--- src/rtl/bls_pkg.sv ---
// Package with the types, codes and reset constants of the battery level smoother.
`timescale 1ns / 1ps

package bls_pkg;

  localparam int unsigned CfgIdxW  = 3;
  localparam int unsigned CfgDataW = 32;

  localparam logic [7:0] FullLevel    = 8'd100;
  localparam logic [6:0] FullLevel7   = 7'd100;
  localparam logic [6:0] SeedCapLevel = 7'd99;

  // Reset values of the configuration registers.
  localparam logic [15:0] RstLowVoltageMv      = 16'd3450;
  localparam logic [15:0] RstDeadVoltageMv     = 16'd3400;
  localparam logic [6:0]  RstNormalMaxDrop     = 7'd2;
  localparam logic [6:0]  RstLowVoltageDrop    = 7'd6;
  localparam logic [31:0] RstUpdateIntervalMs  = 32'd59000;
  localparam logic [31:0] RstLongIntervalMs    = 32'd3599000;
  localparam logic [6:0]  RstCompleteCancelLvl = 7'd96;
  localparam logic [6:0]  RstCriticalLevel     = 7'd15;

  // Reset values of the stored gauge readings.
  localparam logic [7:0]  RstRawLevel  = 8'd66;
  localparam logic [15:0] RstVoltageMv = 16'd3800;

  typedef enum logic [CfgIdxW-1:0] {
    CFG_LOW_VOLTAGE_MV       = 3'd0,
    CFG_DEAD_VOLTAGE_MV      = 3'd1,
    CFG_NORMAL_MAX_DROP      = 3'd2,
    CFG_LOW_VOLTAGE_DROP     = 3'd3,
    CFG_UPDATE_INTERVAL_MS   = 3'd4,
    CFG_LONG_INTERVAL_MS     = 3'd5,
    CFG_COMPLETE_CANCEL_LVL  = 3'd6,
    CFG_CRITICAL_LEVEL       = 3'd7
  } cfg_idx_e;

  typedef enum logic {
    CMD_SAMPLE = 1'b0,
    CMD_EVENT  = 1'b1
  } command_e;

  typedef enum logic [1:0] {
    MODE_CHARGING    = 2'd0,
    MODE_DISCHARGING = 2'd1,
    MODE_DONE        = 2'd2,
    MODE_UNKNOWN     = 2'd3
  } chg_mode_e;

  typedef enum logic [1:0] {
    STAT_DISCHARGING = 2'd0,
    STAT_CHARGING    = 2'd1,
    STAT_FULL        = 2'd2
  } chg_status_e;

  typedef enum logic [1:0] {
    CAP_NORMAL   = 2'd0,
    CAP_CRITICAL = 2'd1,
    CAP_FULL     = 2'd2
  } cap_class_e;

  typedef struct packed {
    logic [15:0] low_voltage_mv;
    logic [15:0] dead_voltage_mv;
    logic [6:0]  normal_max_drop;
    logic [6:0]  low_voltage_drop;
    logic [31:0] update_interval_ms;
    logic [31:0] long_interval_ms;
    logic [6:0]  complete_cancel_level;
    logic [6:0]  critical_level;
  } cfg_t;

  typedef struct packed {
    logic        command;
    logic [1:0]  charger_state;
    logic [7:0]  gauge_level;
    logic        gauge_level_valid;
    logic [15:0] cell_mv;
    logic        cell_mv_valid;
    logic [31:0] elapsed_ms;
  } item_t;

  typedef struct packed {
    logic [6:0]  level;
    logic [6:0]  last_level;
    logic [7:0]  raw_level;
    logic [15:0] voltage_mv;
    chg_mode_e   mode;
    logic        charge_done;
    logic        first_done;
    chg_status_e status;
  } state_t;

  typedef struct packed {
    logic [6:0] level;
    logic [1:0] charge_status;
    logic       health;
    logic [1:0] capacity_class;
    logic       notify;
    logic       poll_fast;
  } result_t;

endpackage

--- src/rtl/bls_if.sv ---
// Handshake channel interfaces for items and results of the battery level smoother.
`timescale 1ns / 1ps

interface bls_item_if;
  logic        valid;
  logic        ready;
  logic        command;
  logic [1:0]  charger_state;
  logic [7:0]  gauge_level;
  logic        gauge_level_valid;
  logic [15:0] cell_mv;
  logic        cell_mv_valid;
  logic [31:0] elapsed_ms;

  modport source (
    output valid, command, charger_state, gauge_level, gauge_level_valid,
           cell_mv, cell_mv_valid, elapsed_ms,
    input  ready
  );
  modport sink (
    input  valid, command, charger_state, gauge_level, gauge_level_valid,
           cell_mv, cell_mv_valid, elapsed_ms,
    output ready
  );
endinterface

interface bls_result_if;
  logic       valid;
  logic       ready;
  logic [6:0] level;
  logic [1:0] charge_status;
  logic       health;
  logic [1:0] capacity_class;
  logic       notify;
  logic       poll_fast;

  modport source (
    output valid, level, charge_status, health, capacity_class, notify, poll_fast,
    input  ready
  );
  modport sink (
    input  valid, level, charge_status, health, capacity_class, notify, poll_fast,
    output ready
  );
endinterface

--- src/rtl/bls_cfg_regs.sv ---
// Configuration register file of the battery level smoother.
`timescale 1ns / 1ps

module bls_cfg_regs
  import bls_pkg::*;
(
  input  logic                clk_i,
  input  logic                rst_ni,
  input  logic                cfg_we_i,
  input  logic [CfgIdxW-1:0]  cfg_idx_i,
  input  logic [CfgDataW-1:0] cfg_wdata_i,
  output cfg_t                cfg_o
);

  cfg_t cfg_q, cfg_d;

  always_comb begin
    cfg_d = cfg_q;
    if (cfg_we_i) begin
      case (cfg_idx_e'(cfg_idx_i))
        CFG_LOW_VOLTAGE_MV:      cfg_d.low_voltage_mv        = cfg_wdata_i[15:0];
        CFG_DEAD_VOLTAGE_MV:     cfg_d.dead_voltage_mv       = cfg_wdata_i[15:0];
        CFG_NORMAL_MAX_DROP:     cfg_d.normal_max_drop       = cfg_wdata_i[6:0];
        CFG_LOW_VOLTAGE_DROP:    cfg_d.low_voltage_drop      = cfg_wdata_i[6:0];
        CFG_UPDATE_INTERVAL_MS:  cfg_d.update_interval_ms    = cfg_wdata_i[31:0];
        CFG_LONG_INTERVAL_MS:    cfg_d.long_interval_ms      = cfg_wdata_i[31:0];
        CFG_COMPLETE_CANCEL_LVL: cfg_d.complete_cancel_level = cfg_wdata_i[6:0];
        CFG_CRITICAL_LEVEL:      cfg_d.critical_level        = cfg_wdata_i[6:0];
        default: ;
      endcase
    end
  end

  always_ff @(posedge clk_i or negedge rst_ni) begin
    if (!rst_ni) begin
      cfg_q.low_voltage_mv        <= RstLowVoltageMv;
      cfg_q.dead_voltage_mv       <= RstDeadVoltageMv;
      cfg_q.normal_max_drop       <= RstNormalMaxDrop;
      cfg_q.low_voltage_drop      <= RstLowVoltageDrop;
      cfg_q.update_interval_ms    <= RstUpdateIntervalMs;
      cfg_q.long_interval_ms      <= RstLongIntervalMs;
      cfg_q.complete_cancel_level <= RstCompleteCancelLvl;
      cfg_q.critical_level        <= RstCriticalLevel;
    end else begin
      cfg_q <= cfg_d;
    end
  end

  assign cfg_o = cfg_q;

endmodule

--- src/rtl/bls_step.sv ---
// Next-state and result logic for one sample or charger event.
`timescale 1ns / 1ps

module bls_step
  import bls_pkg::*;
#(
  parameter int unsigned TIME_BITS = 32
) (
  input  cfg_t                 cfg_i,
  input  item_t                item_i,
  input  state_t               state_i,
  input  logic [TIME_BITS-1:0] since_i,
  output state_t               state_o,
  output logic [TIME_BITS-1:0] since_o,
  output result_t              result_o
);

  localparam int unsigned SumW = ((TIME_BITS > 32) ? TIME_BITS : 32) + 1;
  localparam logic [SumW-1:0] TimeMax = {{(SumW - TIME_BITS){1'b0}}, {TIME_BITS{1'b1}}};

  logic [15:0]          volt_n;
  logic [7:0]           raw_n;
  logic [SumW-1:0]      sum_full, sum_sat, upd_ext, long_ext;
  logic [6:0]           lvl0, last0, target, dec, lvl_new;
  logic [7:0]           tgt_raw;
  logic                 discharging, updated, smp_notify, stat_notify;
  logic                 done_n;
  chg_mode_e            mode_n, st_ev;
  chg_status_e          status_n;
  logic [6:0]           level_n, last_n;

  always_comb begin
    volt_n   = item_i.cell_mv_valid ? item_i.cell_mv : state_i.voltage_mv;
    raw_n    = item_i.gauge_level_valid ? item_i.gauge_level : state_i.raw_level;
    sum_full = {{(SumW - TIME_BITS){1'b0}}, since_i} + {{(SumW - 32){1'b0}}, item_i.elapsed_ms};
    sum_sat  = (sum_full > TimeMax) ? TimeMax : sum_full;
    upd_ext  = {{(SumW - 32){1'b0}}, cfg_i.update_interval_ms};
    long_ext = {{(SumW - 32){1'b0}}, cfg_i.long_interval_ms};

    // The first sample seeds both the level and the last reported level.
    if (!state_i.first_done) begin
      lvl0  = (raw_n >= FullLevel) ? SeedCapLevel : raw_n[6:0];
      last0 = lvl0;
    end else begin
      lvl0  = state_i.level;
      last0 = state_i.last_level;
    end

    if (state_i.charge_done) begin
      tgt_raw = FullLevel;
    end else if (raw_n >= FullLevel && last0 < FullLevel7) begin
      tgt_raw = {1'b0, SeedCapLevel};
    end else begin
      tgt_raw = raw_n;
    end
    target = (tgt_raw > FullLevel) ? FullLevel7 : tgt_raw[6:0];

    discharging = (state_i.mode == MODE_DISCHARGING) || (state_i.mode == MODE_UNKNOWN);
    updated     = 1'b1;
    dec         = (target < last0) ? (last0 - target) : 7'd0;
    lvl_new     = target;
    if (discharging) begin
      if (volt_n >= cfg_i.low_voltage_mv) begin
        if (sum_sat >= long_ext) begin
          lvl_new = (target > last0) ? last0 : target;
        end else if (sum_sat < upd_ext) begin
          updated = 1'b0;
        end else begin
          lvl_new = last0 - ((dec > cfg_i.normal_max_drop) ? cfg_i.normal_max_drop : dec);
        end
      end else if (volt_n < cfg_i.dead_voltage_mv) begin
        lvl_new = 7'd0;
      end else begin
        lvl_new = (last0 <= cfg_i.low_voltage_drop) ? 7'd0 : (last0 - cfg_i.low_voltage_drop);
      end
    end else if (target > last0) begin
      lvl_new = last0 + 7'd1;
    end

    st_ev = chg_mode_e'(item_i.charger_state);
    if (item_i.command == CMD_EVENT) begin
      mode_n  = st_ev;
      if (st_ev == MODE_DONE) begin
        done_n = 1'b1;
      end else if (st_ev != MODE_CHARGING
                   || state_i.raw_level < {1'b0, cfg_i.complete_cancel_level}) begin
        done_n = 1'b0;
      end else begin
        done_n = state_i.charge_done;
      end
      level_n    = state_i.level;
      last_n     = state_i.last_level;
      smp_notify = 1'b0;
      state_o.raw_level  = state_i.raw_level;
      state_o.voltage_mv = state_i.voltage_mv;
      state_o.first_done = state_i.first_done;
      since_o            = since_i;
    end else begin
      mode_n     = state_i.mode;
      done_n     = state_i.charge_done;
      level_n    = updated ? lvl_new : lvl0;
      last_n     = level_n;
      smp_notify = (level_n != last0) && (level_n >= FullLevel7 || level_n == 7'd0);
      state_o.raw_level  = raw_n;
      state_o.voltage_mv = volt_n;
      state_o.first_done = 1'b1;
      since_o            = updated ? '0 : sum_sat[TIME_BITS-1:0];
    end

    if (mode_n == MODE_DISCHARGING || mode_n == MODE_UNKNOWN) begin
      status_n = STAT_DISCHARGING;
    end else if (level_n >= FullLevel7 && done_n) begin
      status_n = STAT_FULL;
    end else begin
      status_n = STAT_CHARGING;
    end
    stat_notify = (status_n != state_i.status);

    state_o.level       = level_n;
    state_o.last_level  = last_n;
    state_o.mode        = mode_n;
    state_o.charge_done = done_n;
    state_o.status      = status_n;

    result_o.level         = level_n;
    result_o.charge_status = status_n;
    result_o.notify        = smp_notify | stat_notify;
    result_o.poll_fast     = (status_n != STAT_DISCHARGING);
    if (level_n >= FullLevel7) begin
      result_o.capacity_class = CAP_FULL;
      result_o.health         = 1'b0;
    end else if (level_n < cfg_i.critical_level) begin
      result_o.capacity_class = CAP_CRITICAL;
      result_o.health         = 1'b1;
    end else begin
      result_o.capacity_class = CAP_NORMAL;
      result_o.health         = 1'b0;
    end
  end

endmodule

--- src/rtl/battery_level_smoother.sv ---
// Top level of the battery level smoother: input stage, state, result register.
`timescale 1ns / 1ps
//
//  Channel   Direction  Handshake     Carries
//  in_i      sink       valid/ready   one sample or charger event per transaction
//  out_o     source     valid/ready   one smoothed level and status per transaction
//  cfg_*     input      write enable  configuration register writes, no read-back
//
// Every transaction gives exactly one result. The accepting edge loads the
// input register. The update logic then works on it, and the edge on which the
// buffered transaction moves on loads the result register; an output stall can
// hold it in the input register. A new transaction is taken in every
// cycle while results drain. Reset loads the power-on level, readings and
// configuration at once.
// A stall on the output holds the result register and the input register; the
// input side stays ready as long as the input register is empty.
//
// The state kept between transactions is the reported level, the last level
// that was announced, the latest raw gauge level and cell voltage, the charger
// mode with its charge-complete flag, the saturating time accumulator and the
// current status. Samples move the level; charger events move only the mode, the charge-complete flag and the status.

module battery_level_smoother
  import bls_pkg::*;
#(
  parameter int unsigned TIME_BITS = 32
) (
  input  logic                clk_i,
  input  logic                rst_ni,
  bls_item_if.sink            in_i,
  bls_result_if.source        out_o,
  input  logic                cfg_we_i,
  input  logic [CfgIdxW-1:0]  cfg_idx_i,
  input  logic [CfgDataW-1:0] cfg_wdata_i
);

  cfg_t                 cfg;
  item_t                item_q, item_d;
  logic                 item_valid_q;
  state_t               state_q, state_d;
  logic [TIME_BITS-1:0] since_q, since_d;
  result_t              res_q, res_d;
  logic                 res_valid_q;
  logic                 advance, in_take;

  bls_cfg_regs u_cfg (
    .clk_i       (clk_i),
    .rst_ni      (rst_ni),
    .cfg_we_i    (cfg_we_i),
    .cfg_idx_i   (cfg_idx_i),
    .cfg_wdata_i (cfg_wdata_i),
    .cfg_o       (cfg)
  );

  bls_step #(
    .TIME_BITS (TIME_BITS)
  ) u_step (
    .cfg_i    (cfg),
    .item_i   (item_q),
    .state_i  (state_q),
    .since_i  (since_q),
    .state_o  (state_d),
    .since_o  (since_d),
    .result_o (res_d)
  );

  // The buffered transaction moves on whenever the result register is free or
  // is being emptied in this cycle.
  assign advance    = item_valid_q && (!res_valid_q || out_o.ready);
  assign in_i.ready = !item_valid_q || advance;
  assign in_take    = in_i.valid && in_i.ready;

  always_comb begin
    item_d.command           = in_i.command;
    item_d.charger_state     = in_i.charger_state;
    item_d.gauge_level       = in_i.gauge_level;
    item_d.gauge_level_valid = in_i.gauge_level_valid;
    item_d.cell_mv           = in_i.cell_mv;
    item_d.cell_mv_valid     = in_i.cell_mv_valid;
    item_d.elapsed_ms        = in_i.elapsed_ms;
  end

  always_ff @(posedge clk_i or negedge rst_ni) begin
    if (!rst_ni) begin
      item_valid_q <= 1'b0;
      res_valid_q  <= 1'b0;
    end else begin
      if (in_take) begin
        item_valid_q <= 1'b1;
      end else if (advance) begin
        item_valid_q <= 1'b0;
      end
      if (advance) begin
        res_valid_q <= 1'b1;
      end else if (out_o.ready) begin
        res_valid_q <= 1'b0;
      end
    end
  end

  always_ff @(posedge clk_i or negedge rst_ni) begin
    if (!rst_ni) begin
      state_q.level       <= '0;
      state_q.last_level  <= '0;
      state_q.raw_level   <= RstRawLevel;
      state_q.voltage_mv  <= RstVoltageMv;
      state_q.mode        <= MODE_DISCHARGING;
      state_q.charge_done <= 1'b0;
      state_q.first_done  <= 1'b0;
      state_q.status      <= STAT_DISCHARGING;
      since_q             <= '0;
    end else if (advance) begin
      state_q <= state_d;
      since_q <= since_d;
    end
  end

  always_ff @(posedge clk_i) begin
    if (in_take) begin
      item_q <= item_d;
    end
    if (advance) begin
      res_q <= res_d;
    end
  end

  assign out_o.valid          = res_valid_q;
  assign out_o.level          = res_q.level;
  assign out_o.charge_status  = res_q.charge_status;
  assign out_o.health         = res_q.health;
  assign out_o.capacity_class = res_q.capacity_class;
  assign out_o.notify         = res_q.notify;
  assign out_o.poll_fast      = res_q.poll_fast;

endmodule
--- src/flat_wrapper.sv ---
// flat-port wrapper written by rule: the top's interface ports become plain ports
module battery_level_smoother_flat import bls_pkg::*;
#(
  parameter int unsigned TIME_BITS = 32
)
  (clk_i, rst_ni, cfg_we_i, cfg_idx_i, cfg_wdata_i, in_i_valid, in_i_command, in_i_charger_state, in_i_gauge_level, in_i_gauge_level_valid, in_i_cell_mv, in_i_cell_mv_valid, in_i_elapsed_ms, in_i_ready, out_o_valid, out_o_level, out_o_charge_status, out_o_health, out_o_capacity_class, out_o_notify, out_o_poll_fast, out_o_ready);
  bls_item_if in_i_i ();
  bls_result_if out_o_i ();
  input  logic clk_i;
  input  logic rst_ni;
  input  logic cfg_we_i;
  input  logic [CfgIdxW-1:0] cfg_idx_i;
  input  logic [CfgDataW-1:0] cfg_wdata_i;
  input wire logic [$bits(in_i_i.valid)-1:0] in_i_valid;
  input wire logic [$bits(in_i_i.command)-1:0] in_i_command;
  input wire logic [$bits(in_i_i.charger_state)-1:0] in_i_charger_state;
  input wire logic [$bits(in_i_i.gauge_level)-1:0] in_i_gauge_level;
  input wire logic [$bits(in_i_i.gauge_level_valid)-1:0] in_i_gauge_level_valid;
  input wire logic [$bits(in_i_i.cell_mv)-1:0] in_i_cell_mv;
  input wire logic [$bits(in_i_i.cell_mv_valid)-1:0] in_i_cell_mv_valid;
  input wire logic [$bits(in_i_i.elapsed_ms)-1:0] in_i_elapsed_ms;
  output wire logic [$bits(in_i_i.ready)-1:0] in_i_ready;
  output wire logic [$bits(out_o_i.valid)-1:0] out_o_valid;
  output wire logic [$bits(out_o_i.level)-1:0] out_o_level;
  output wire logic [$bits(out_o_i.charge_status)-1:0] out_o_charge_status;
  output wire logic [$bits(out_o_i.health)-1:0] out_o_health;
  output wire logic [$bits(out_o_i.capacity_class)-1:0] out_o_capacity_class;
  output wire logic [$bits(out_o_i.notify)-1:0] out_o_notify;
  output wire logic [$bits(out_o_i.poll_fast)-1:0] out_o_poll_fast;
  input wire logic [$bits(out_o_i.ready)-1:0] out_o_ready;
  assign in_i_i.valid = in_i_valid;
  assign in_i_i.command = in_i_command;
  assign in_i_i.charger_state = in_i_charger_state;
  assign in_i_i.gauge_level = in_i_gauge_level;
  assign in_i_i.gauge_level_valid = in_i_gauge_level_valid;
  assign in_i_i.cell_mv = in_i_cell_mv;
  assign in_i_i.cell_mv_valid = in_i_cell_mv_valid;
  assign in_i_i.elapsed_ms = in_i_elapsed_ms;
  assign in_i_ready = in_i_i.ready;
  assign out_o_valid = out_o_i.valid;
  assign out_o_level = out_o_i.level;
  assign out_o_charge_status = out_o_i.charge_status;
  assign out_o_health = out_o_i.health;
  assign out_o_capacity_class = out_o_i.capacity_class;
  assign out_o_notify = out_o_i.notify;
  assign out_o_poll_fast = out_o_i.poll_fast;
  assign out_o_i.ready = out_o_ready;
  battery_level_smoother #(.TIME_BITS(TIME_BITS)) u_core (.clk_i(clk_i), .rst_ni(rst_ni), .in_i(in_i_i), .out_o(out_o_i), .cfg_we_i(cfg_we_i), .cfg_idx_i(cfg_idx_i), .cfg_wdata_i(cfg_wdata_i));
endmodule
--- config.mk ---
export PLATFORM = sky130hd
export DESIGN_NAME = battery_level_smoother_flat
export DESIGN_NICKNAME = d
export VERILOG_FILES = /design/src/rtl/bls_pkg.sv /design/src/rtl/bls_if.sv /design/src/rtl/bls_cfg_regs.sv /design/src/rtl/bls_step.sv /design/src/rtl/battery_level_smoother.sv /design/src/flat_wrapper.sv
export SDC_FILE = /design/constraint.sdc
export NUM_CORES = 1
export LEC_CHECK = 0
export ABC_AREA = 0
export BUFFER_PORTS_ARGS = -buffer_cell sky130_fd_sc_hd__buf_2
export CORE_UTILIZATION = 40
export DETAILED_ROUTE_END_ITERATION = 16
export PLACE_DENSITY = 0.63
export SYNTH_ARGS = -nofsm -noshare
export SYNTH_HDL_FRONTEND = slang
export SYNTH_SLANG_ARGS = --single-unit
--- constraint.sdc ---
create_clock -name clk_i -period 10.6 [get_ports clk_i]
set_clock_uncertainty 0.05 [all_clocks]
set_input_delay 2.12 -clock clk_i [delete_from_list [all_inputs] [get_ports clk_i]]
set_output_delay 2.12 -clock clk_i [all_outputs]
set_load 0.02 [all_outputs]
Word-level counts from Yosys, hierarchy flattened
Index checks and enable logic that the tools add are counted.
{ "totals": {"ff_bits": 277, "in_bits": 101, "output_inout_bits": 16} }
{ "op_classes": {"n_addsub": 5, "order_cmp": 16, "n_eq_ne": 14, "n_mux": 38, "n_bitwise": 2, "n_reduce_logical": 28} }
{ "op_table": {"columns": ["op", "n"], "rows": [
  ["$mux 7", 16],
  ["$add 32x32->33", 1],
  ["$ge 33x32->1", 1],
  ["$gt 33x32->1 const B", 1],
  ["$lt 33x32->1", 1],
  ["$mux 33", 1],
  ["$mux 32", 1],
  ["$mux 8", 3],
  ["$sub 7x7->7", 3],
  ["$reduce_and 2->1", 9],
  ["$ge 16x16->1", 1],
  ["$lt 16x16->1", 1],
  ["$mux 16", 1],
  ["$ge 7x7->1 const B", 2],
  ["$gt 7x7->1", 2],
  ["$lt 7x7->1", 2],
  ["$eq 3x3->1 const B", 4],
  ["$mux 1", 12],
  ["$ge 8x7->1 const B", 1],
  ["$gt 8x7->1 const B", 1],
  ["$lt 8x7->1", 1],
  ["$reduce_bool 2->1", 4],
  ["$add 7x1->7 const B", 1],
  ["$le 7x7->1", 1],
  ["other kinds (16)", 32]
]} }

Longest topological paths before layout
Gate-level depths: netlist of run 1.
{ "depth": {"word_depth": 27, "mapped_depth": 41, "ltp_nobuf": 39} }

Cells and area by module
Synthesis of run 1 repeated with hierarchy kept, for this count alone.
{ "unflattened": {"hier_cells": 1613, "area_unflattened_um2": 17951.0} }
{ "modules_own_cells": {"columns": ["mod", "instances", "cells_per_inst", "area_each_um2"], "rows": [
  ["bls_step", 1, 1098, 7862.5],
  ["battery_level_smoother", 1, 244, 5296.3],
  ["bls_cfg_regs", 1, 271, 4792.1]
]} }

Worst setup path before layout of run 1
No wires, ideal clock.
{ "synth_timing": {"path_kind": "reg2reg", "startpoint": "register u_core.state_q[28] (netlist name)", "endpoint": "register u_core.res_q (netlist bit u_core.out_o.capacity_class[0]) (data pin)", "t_arrival_ns": 7.831, "required_time_ns": 10.360, "path_slack_ns": 2.529, "path_stages_with_launch": 39, "n_path_buf": 2, "synth_period_minus_slack_ns": 8.071, "cell_sequence": "dfstp_2 nand3b_1 a211oi_4 nor2_1 a21o_1 a22o_1 a211oi_2 inv_2 ha_1 a21oi_1 o21ai_0 a211oi_1 a31oi_4 buf_6 nand2_1 nor2_1 ha_1 a21oi_1 [... 3 more ...] o21ai_0 clkbuf_1 mux2i_1 ha_1 fa_1 nor2b_1 o21ai_0 a21boi_0 o21ai_0 a21boi_0 o211ai_1 nor4b_1 a211oi_1 a21o_1 o21ai_0 ha_1 nor2b_1 a2111oi_2"} }
{ "synth_lines": {"columns": ["element", "line_no", "source"], "rows": [
  ["start: declaration", "battery_level_smoother.sv:40", "state_t state_q, state_d;"],
  ["start signal: assignment", "battery_level_smoother.sv:113", "state_q <= state_d;"],
  ["end signal: assignment", "battery_level_smoother.sv:123", "res_q <= res_d;"],
  ["end: declaration", "battery_level_smoother.sv:42", "result_t res_q, res_d;"]
]} }

==> impl_metrics.json, run 1 <==
{
  "fmax_mhz": 102.7,
  "syn_inst": 1742,
  "core_area_um2": 42320,
  "grt_pass1_wl_um": 74570,
  "n_fill_cell": 4042,
  "syn_avg_cell_area_um2": 9.946,
  "wire_per_inst_um": 19.01,
  "required_ns": 10.89,
  "cpPeakStageDelay_ns": 0.75,
  "antenna_found_initial": 1,
  "cts_buffers": 34,
  "top_usage_layer": "met2",
  "grt_pass1_vias": 13416,
  "cts.path.max_buffers": 3,
  "fp.dieH_um": 210.1,
  "fin_crit_ns": 9.741,
  "cp_slowest_cell": "edfxtp_1",
  "finalSetupViolCount": 0,
  "use_met3_pct": 3.322,
  "seqCellArea_um2": 7318,
  "path_delay_family": "compound AO/OA/AOI/OAI gates",
  "synth_cell_types": 92,
  "grtUsageMet2_pct": 35.30,
  "drt_pre_antenna_iters": 5,
  "worstSetupPathType": "flip-flop to flip-flop",
  "hold_viol": 0,
  "synth-edff-count": 74,
  "slew_headroom_pct": 31.27,
  "status": "complete, no violations",
  "drtAntennaViolNets": 0,
  "globalplace.congestion": 0.9393,
  "leakage_nw": 8.863,
  "yosysTopAreaCellShare_pct": 21.38,
  "portBuffers": 116,
  "critPathArrivalTime_ns": 10.03,
  "hpwl_um": 35060,
  "min_period_over_period_pct": 91.90,
  "clkSinkCount": 275,
  "tightest_slew_ns": 1.027,
  "crit_buf_inv": 1,
  "maxCapViolCount": 0,
  "p_per_area_nw_per_um2": 297.4,
  "syn2layout_area_growth_pct": 13.06,
  "syn_nets": 2013,
  "grtUsageTotal_pct": 21.56,
  "clockRootBuffer": "clkbuf_16",
  "num_io_pins": 117,
  "clk_latency_ns": 0.53,
  "initial_core_util_pct": 40.94,
  "path_max_fanout": 23,
  "synthesis.area_um2": 17330,
  "synthFlopType": "dfrtp_1",
  "grt_start_max_net_pins": 97,
  "synth-seq-cells": 275,
  "cts_post_setup_buffers_inserted": 0,
  "chipWidth_um": 210.1,
  "setup-tns-final_ns": 0,
  "synth_area_leader_cell": "dfrtp_1",
  "synthTopCellsByArea": "dfrtp_1 21%, edfxtp_1 13%, ha_1 12%",
  "diodes": 0,
  "hp-class": "flip-flop to flip-flop",
  "grtUsageMet1_pct": 29.75,
  "cp-end-kind": "flip-flop",
  "dieArea_um2": 44150,
  "async_flop_share_pct": 73.09,
  "cp-start-kind": "flip-flop",
  "yosysSeqAreaShare_pct": 42.24,
  "drc_errors": 0,
  "htree_levels": 2,
  "drive_above_1_share_pct": 19.76,
  "yosysMostFrequentCell": "nand2_1",
  "critPathMostFrequentCell": "o21ai_0",
  "finalPower_mw": 5.825,
  "cts_tree": "done",
  "slew_violations": 0,
  "drt_wl_total_um": 46550,
  "utilization_pct": 46.29,
  "num_rows": 75,
  "vias": 13372,
  "ys.warnings.count": 0,
  "rsz0062_at_grt": "no",
  "drtIter0Drc": 771,
  "netlist_top_cells_count": "174 x nand2_1, 166 x ha_1, 159 x inv_1, 148 x dfrtp_1, 113 x o21ai_0",
  "grt_remaining_overflow": 0,
  "viasPerCell": 5.460,
  "multi_input_area_um2": 9176,
  "path_clk_slew_ns": 0.06,
  "nNetsFinal": 2119,
  "max-vdd-ir-drop_uv": 115.3
}
==> state kept, by name (all words and copies together) (netlist names) <==
name	cells
u_core.u_cfg.cfg_o	124
u_core.out_o.poll_fast	1
u_core.since_q	32
u_core.out_o.valid	1
u_core.out_o.level	7
u_core.out_o.charge_status	2
u_core.out_o.notify	1
u_core.item_valid_q	1
u_core.state_q	43
u_core.out_o.capacity_class	2
u_core.item_q	61
==> final timing paths <==
kind / start / end / slack, ns / depth (start not counted)
worst max-delay path: u_core.item_q[49] / u_core.out_o.capacity_class[0] / 0.86 / 36
worst min-delay path: u_core.state_q[17] / u_core.state_q[17] / 0.40 / 2
min in group asynchronous: rst_ni / u_core.state_q[18] / 1.64 / 1
worst max register to register: u_core.item_q[49] / u_core.out_o.capacity_class[0] / 0.86 / 36
worst min register to register: u_core.state_q[17] / u_core.state_q[17] / 0.40 / 2
max in group asynchronous: rst_ni / u_core.u_cfg.cfg_o[37] / 6.91 / 3
==> stage by stage <==
| step | instance area (µm²) | setup WS (ns) | std cells | hold WS (ns) |
|---|---|---|---|---|
| 6_report | 19590 | 0.8591 | 2449 | 0.4047 |
| 5_1_grt | 19590 | 0.08150 | 2449 | 0.4294 |
| 4_1_cts | 19580 | 0.6465 | 2449 | 0.4074 |
| 3_5_place_dp | 18520 | 0.6450 | 2389 | 0.3980 |
| 3_3_place_gp | 18520 | 0.9232 | 2389 | 0.3946 |
| 2_1_floorplan | 17330 | 2.529 | 1742 | 0.3875 |
==> what timing repair did <==
action / in CTS / in global routing
hold buffers: 0 / 0
setup endpoints to repair: 0 / 2
hold endpoints to repair: 0 / 0
gates resized for setup: 0 / 2
==> layout make-up <==
class | instances | area share, %
Multi-Input combinational cell | 1244 | 46.84
Sequential cell | 275 | 37.36
Clock buffer | 51 | 5.046
Tap cell | 577 | 3.685
Timing Repair Buffer | 131 | 3.583
Inverter | 162 | 3.104
Clock inverter | 9 | 0.3769
==> report_power, final <==
group	switching [mW]	total [mW]	internal, mW	leakage, nW
Clock	0.452	1.12	0.669	0.516
Sequential	0.158	1.52	1.37	3.11
Combinational	1.90	3.18	1.28	5.24
Total	2.51	5.82	3.31	8.86
==> per-layer routing <==
layer	share of wire [%]	wire length, µm	up-vias
li1	-	-	6482
met1	47	21680	6527
met2	47	21970	304
met3	4.3	2010	57
met4	1.9	867	2
met5	0.034	16	-
==> placed cells by master (no fill, tap or decap), types with 53 or more instances in the layout <==
cell / instances
a21oi_1: 95
buf_2: 115
dfrtp_1: 148
dfstp_2: 53
edfxtp_1: 74
ha_1: 166
inv_1: 159
mux2_2: 83
nand2_1: 173
nor2_1: 99
o21ai_0: 112
==> tightest hold or removal path, delay by kind of cell, from the launching register on <==
| kind | cells | cell delay, ns |
|---|---|---|
| and+or+nand+nor | 2 | 0.09 |
| DFF | 1 | 0.36 |
==> logic make-up (layout without fill, tap and decap cells) <==
logic type	Yosys count	in the layout	share of synthesized area, %
buffers and inverters	223	353	5.005
adder cells (fa/ha/maj)	170	170	12.45
flip-flops	275	275	42.24
multiplexers	103	103	6.608
AO/OA/AOI/OAI	451	451	18.00
XOR/XNOR	43	43	2.174
AND/OR/NAND/NOR	477	477	13.52
(Power assumes the default switching activity.)
==> run 2, diff against run 1 <==
CORE_MARGIN = 3   (was unset)
==> impl_metrics.json, run 2 (synthesis gave the netlist of run 1 again) <==
{
  "status": "complete, no violations",
  "min_period_over_period_pct": 91.87,
  "cp-start-kind": "flip-flop",
  "leakage_nw": 8.846,
  "grt_start_max_net_pins": 87,
  "dieArea_um2": 45850,
  "critPathMostFrequentCell": "o21ai_0",
  "chipWidth_um": 214.1,
  "cpPeakStageDelay_ns": 0.76,
  "layout_commonest_cell": "nand2_1",
  "drtAntennaViolNets": 0,
  "drive_above_1_share_pct": 19.88,
  "cp-end-kind": "flip-flop",
  "slew_violations": 0,
  "r2r_start": "u_core.item_q[49]",
  "fp.dieH_um": 214.1,
  "vias": 13301,
  "fin_area_um2": 19540,
  "grt_remaining_overflow": 0,
  "globalplace.congestion": 0.9372,
  "portBuffers": 116,
  "critPathArrivalTime_ns": 10.07,
  "hold_viol": 0,
  "required_ns": 10.93,
  "htree_levels": 1,
  "slew_headroom_pct": 30.78,
  "antenna_found_initial": 0,
  "wire_per_inst_um": 19.17,
  "tightest_slew_ns": 1.027,
  "path_max_fanout": 23,
  "worstSetupPathType": "flip-flop to flip-flop",
  "maxCapViolCount": 0,
  "drt_wl_total_um": 46950,
  "num_io_pins": 117,
  "clockRootBuffer": "clkbuf_16",
  "hpwl_um": 35280,
  "grt_pass1_wl_um": 74320,
  "max-vdd-ir-drop_uv": 161.9,
  "grtUsageTotal_pct": 20.11,
  "num_rows": 75,
  "clkSinkCount": 275,
  "crit_buf_inv": 1,
  "clk_latency_ns": 0.58,
  "rsz0062_at_grt": "no",
  "p_per_area_nw_per_um2": 295.0,
  "largest_reg_flops": 124,
  "drc_errors": 0,
  "syn2layout_area_growth_pct": 12.80,
  "finalSetupViolCount": 0,
  "initial_core_util_pct": 40.94,
  "hp-class": "flip-flop to flip-flop",
  "drtIter0Drc": 745,
  "cts_tree": "done",
  "nNetsFinal": 2117,
  "path_clk_slew_ns": 0.06,
  "layout_common_cells": "173 x nand2_1, 166 x ha_1, 159 x inv_1, 148 x dfrtp_1, 115 x buf_2",
  "crit_start": "u_core.item_q[49]",
  "cts.path.max_buffers": 3,
  "fin_crit_ns": 9.738,
  "drt_pre_antenna_iters": 5,
  "core_area_um2": 42320,
  "setup-tns-final_ns": 0,
  "grt_pass1_vias": 13329,
  "hp-start": "u_core.state_q[13]",
  "fmax_mhz": 102.7,
  "place_area_um2": 18530,
  "viasPerCell": 5.431,
  "finalPower_mw": 5.765,
  "cts_buffers": 31,
  "cp_slowest_cell": "edfxtp_1",
  "path_delay_family": "compound AO/OA/AOI/OAI gates"
}
## run 2: changes by cell type in the layout (fill, tap and decap cells not counted), sizes merged
cell / delta
clkbuf: -6
clkinv: +3
buf: +1
diode: +1
inv: +1
## run 2: metal layers
metal | GRT usage (%) | vias to the layer above | part of all wire [%]
met5 | 0 | - | 0
met4 | 5.478 | 0 | 2.2
met3 | 3.047 | 68 | 4.8
met2 | 32.24 | 284 | 46
met1 | 28.51 | 6471 | 47
li1 | - | 6478 | -
## run 2: through the flow
stage	util (%)	setup WS (ns)	hold slack [ns]	instances
global placement	43.78	0.9447	0.3951	2390
finish	46.18	0.8616	0.4073	2449
detailed placement	43.78	0.5771	0.3985	2390
floorplan	-	2.529	0.3875	1742
CTS	46.16	0.5490	0.4078	2448
global route	46.17	0.07663	0.4171	2448
## run 2: power breakdown
group,switching [mW],internal (mW)
combinational,1.90,1.29
sequential,0.158,1.37
clock,0.435,0.618
total,2.50,3.27
## run 2: worst paths after layout
kind	to	slack [ns]	cells past startpoint
max	u_core.out_o.capacity_class[0]	0.86	36
min	u_core.state_q[13]	0.41	2
max reg2reg	u_core.out_o.capacity_class[0]	0.86	36
min reg2reg	u_core.state_q[13]	0.41	2
max in group asynchronous	u_core.since_q[27]	7.49	2
min in group asynchronous	u_core.state_q[14]	1.55	1
## run 2: what timing repair did
| action | in CTS | in global routing |
|---|---|---|
| hold buffers | 0 | 0 |
| hold endpoints to repair | 0 | 0 |
| gates resized for setup | 0 | 2 |
| endpoints found under the setup margin | 0 | 2 |
| buffers inserted | 0 | 0 |
## run 2: final cells by class
cell class                 instances  area, µm²
timing repair buffer             132      709.4
antenna                            1      2.502
clock inverter                    13      95.09
clock buffer                      45      910.9
fill                            4030      22780
multi-input combinational       1244       9176
sequential                       275       7318
tap                              577      721.9
inverter                         162      608.1
## run 2: worst reg2reg max path: cells and delay by family, from the launching register on
family	cells	cell delay, ns
mux	1	0.20
flops	1	0.76
simple gates	8	1.59
compound gates	21	5.18
buf+inv	1	0.12
fa+ha+maj	5	1.66
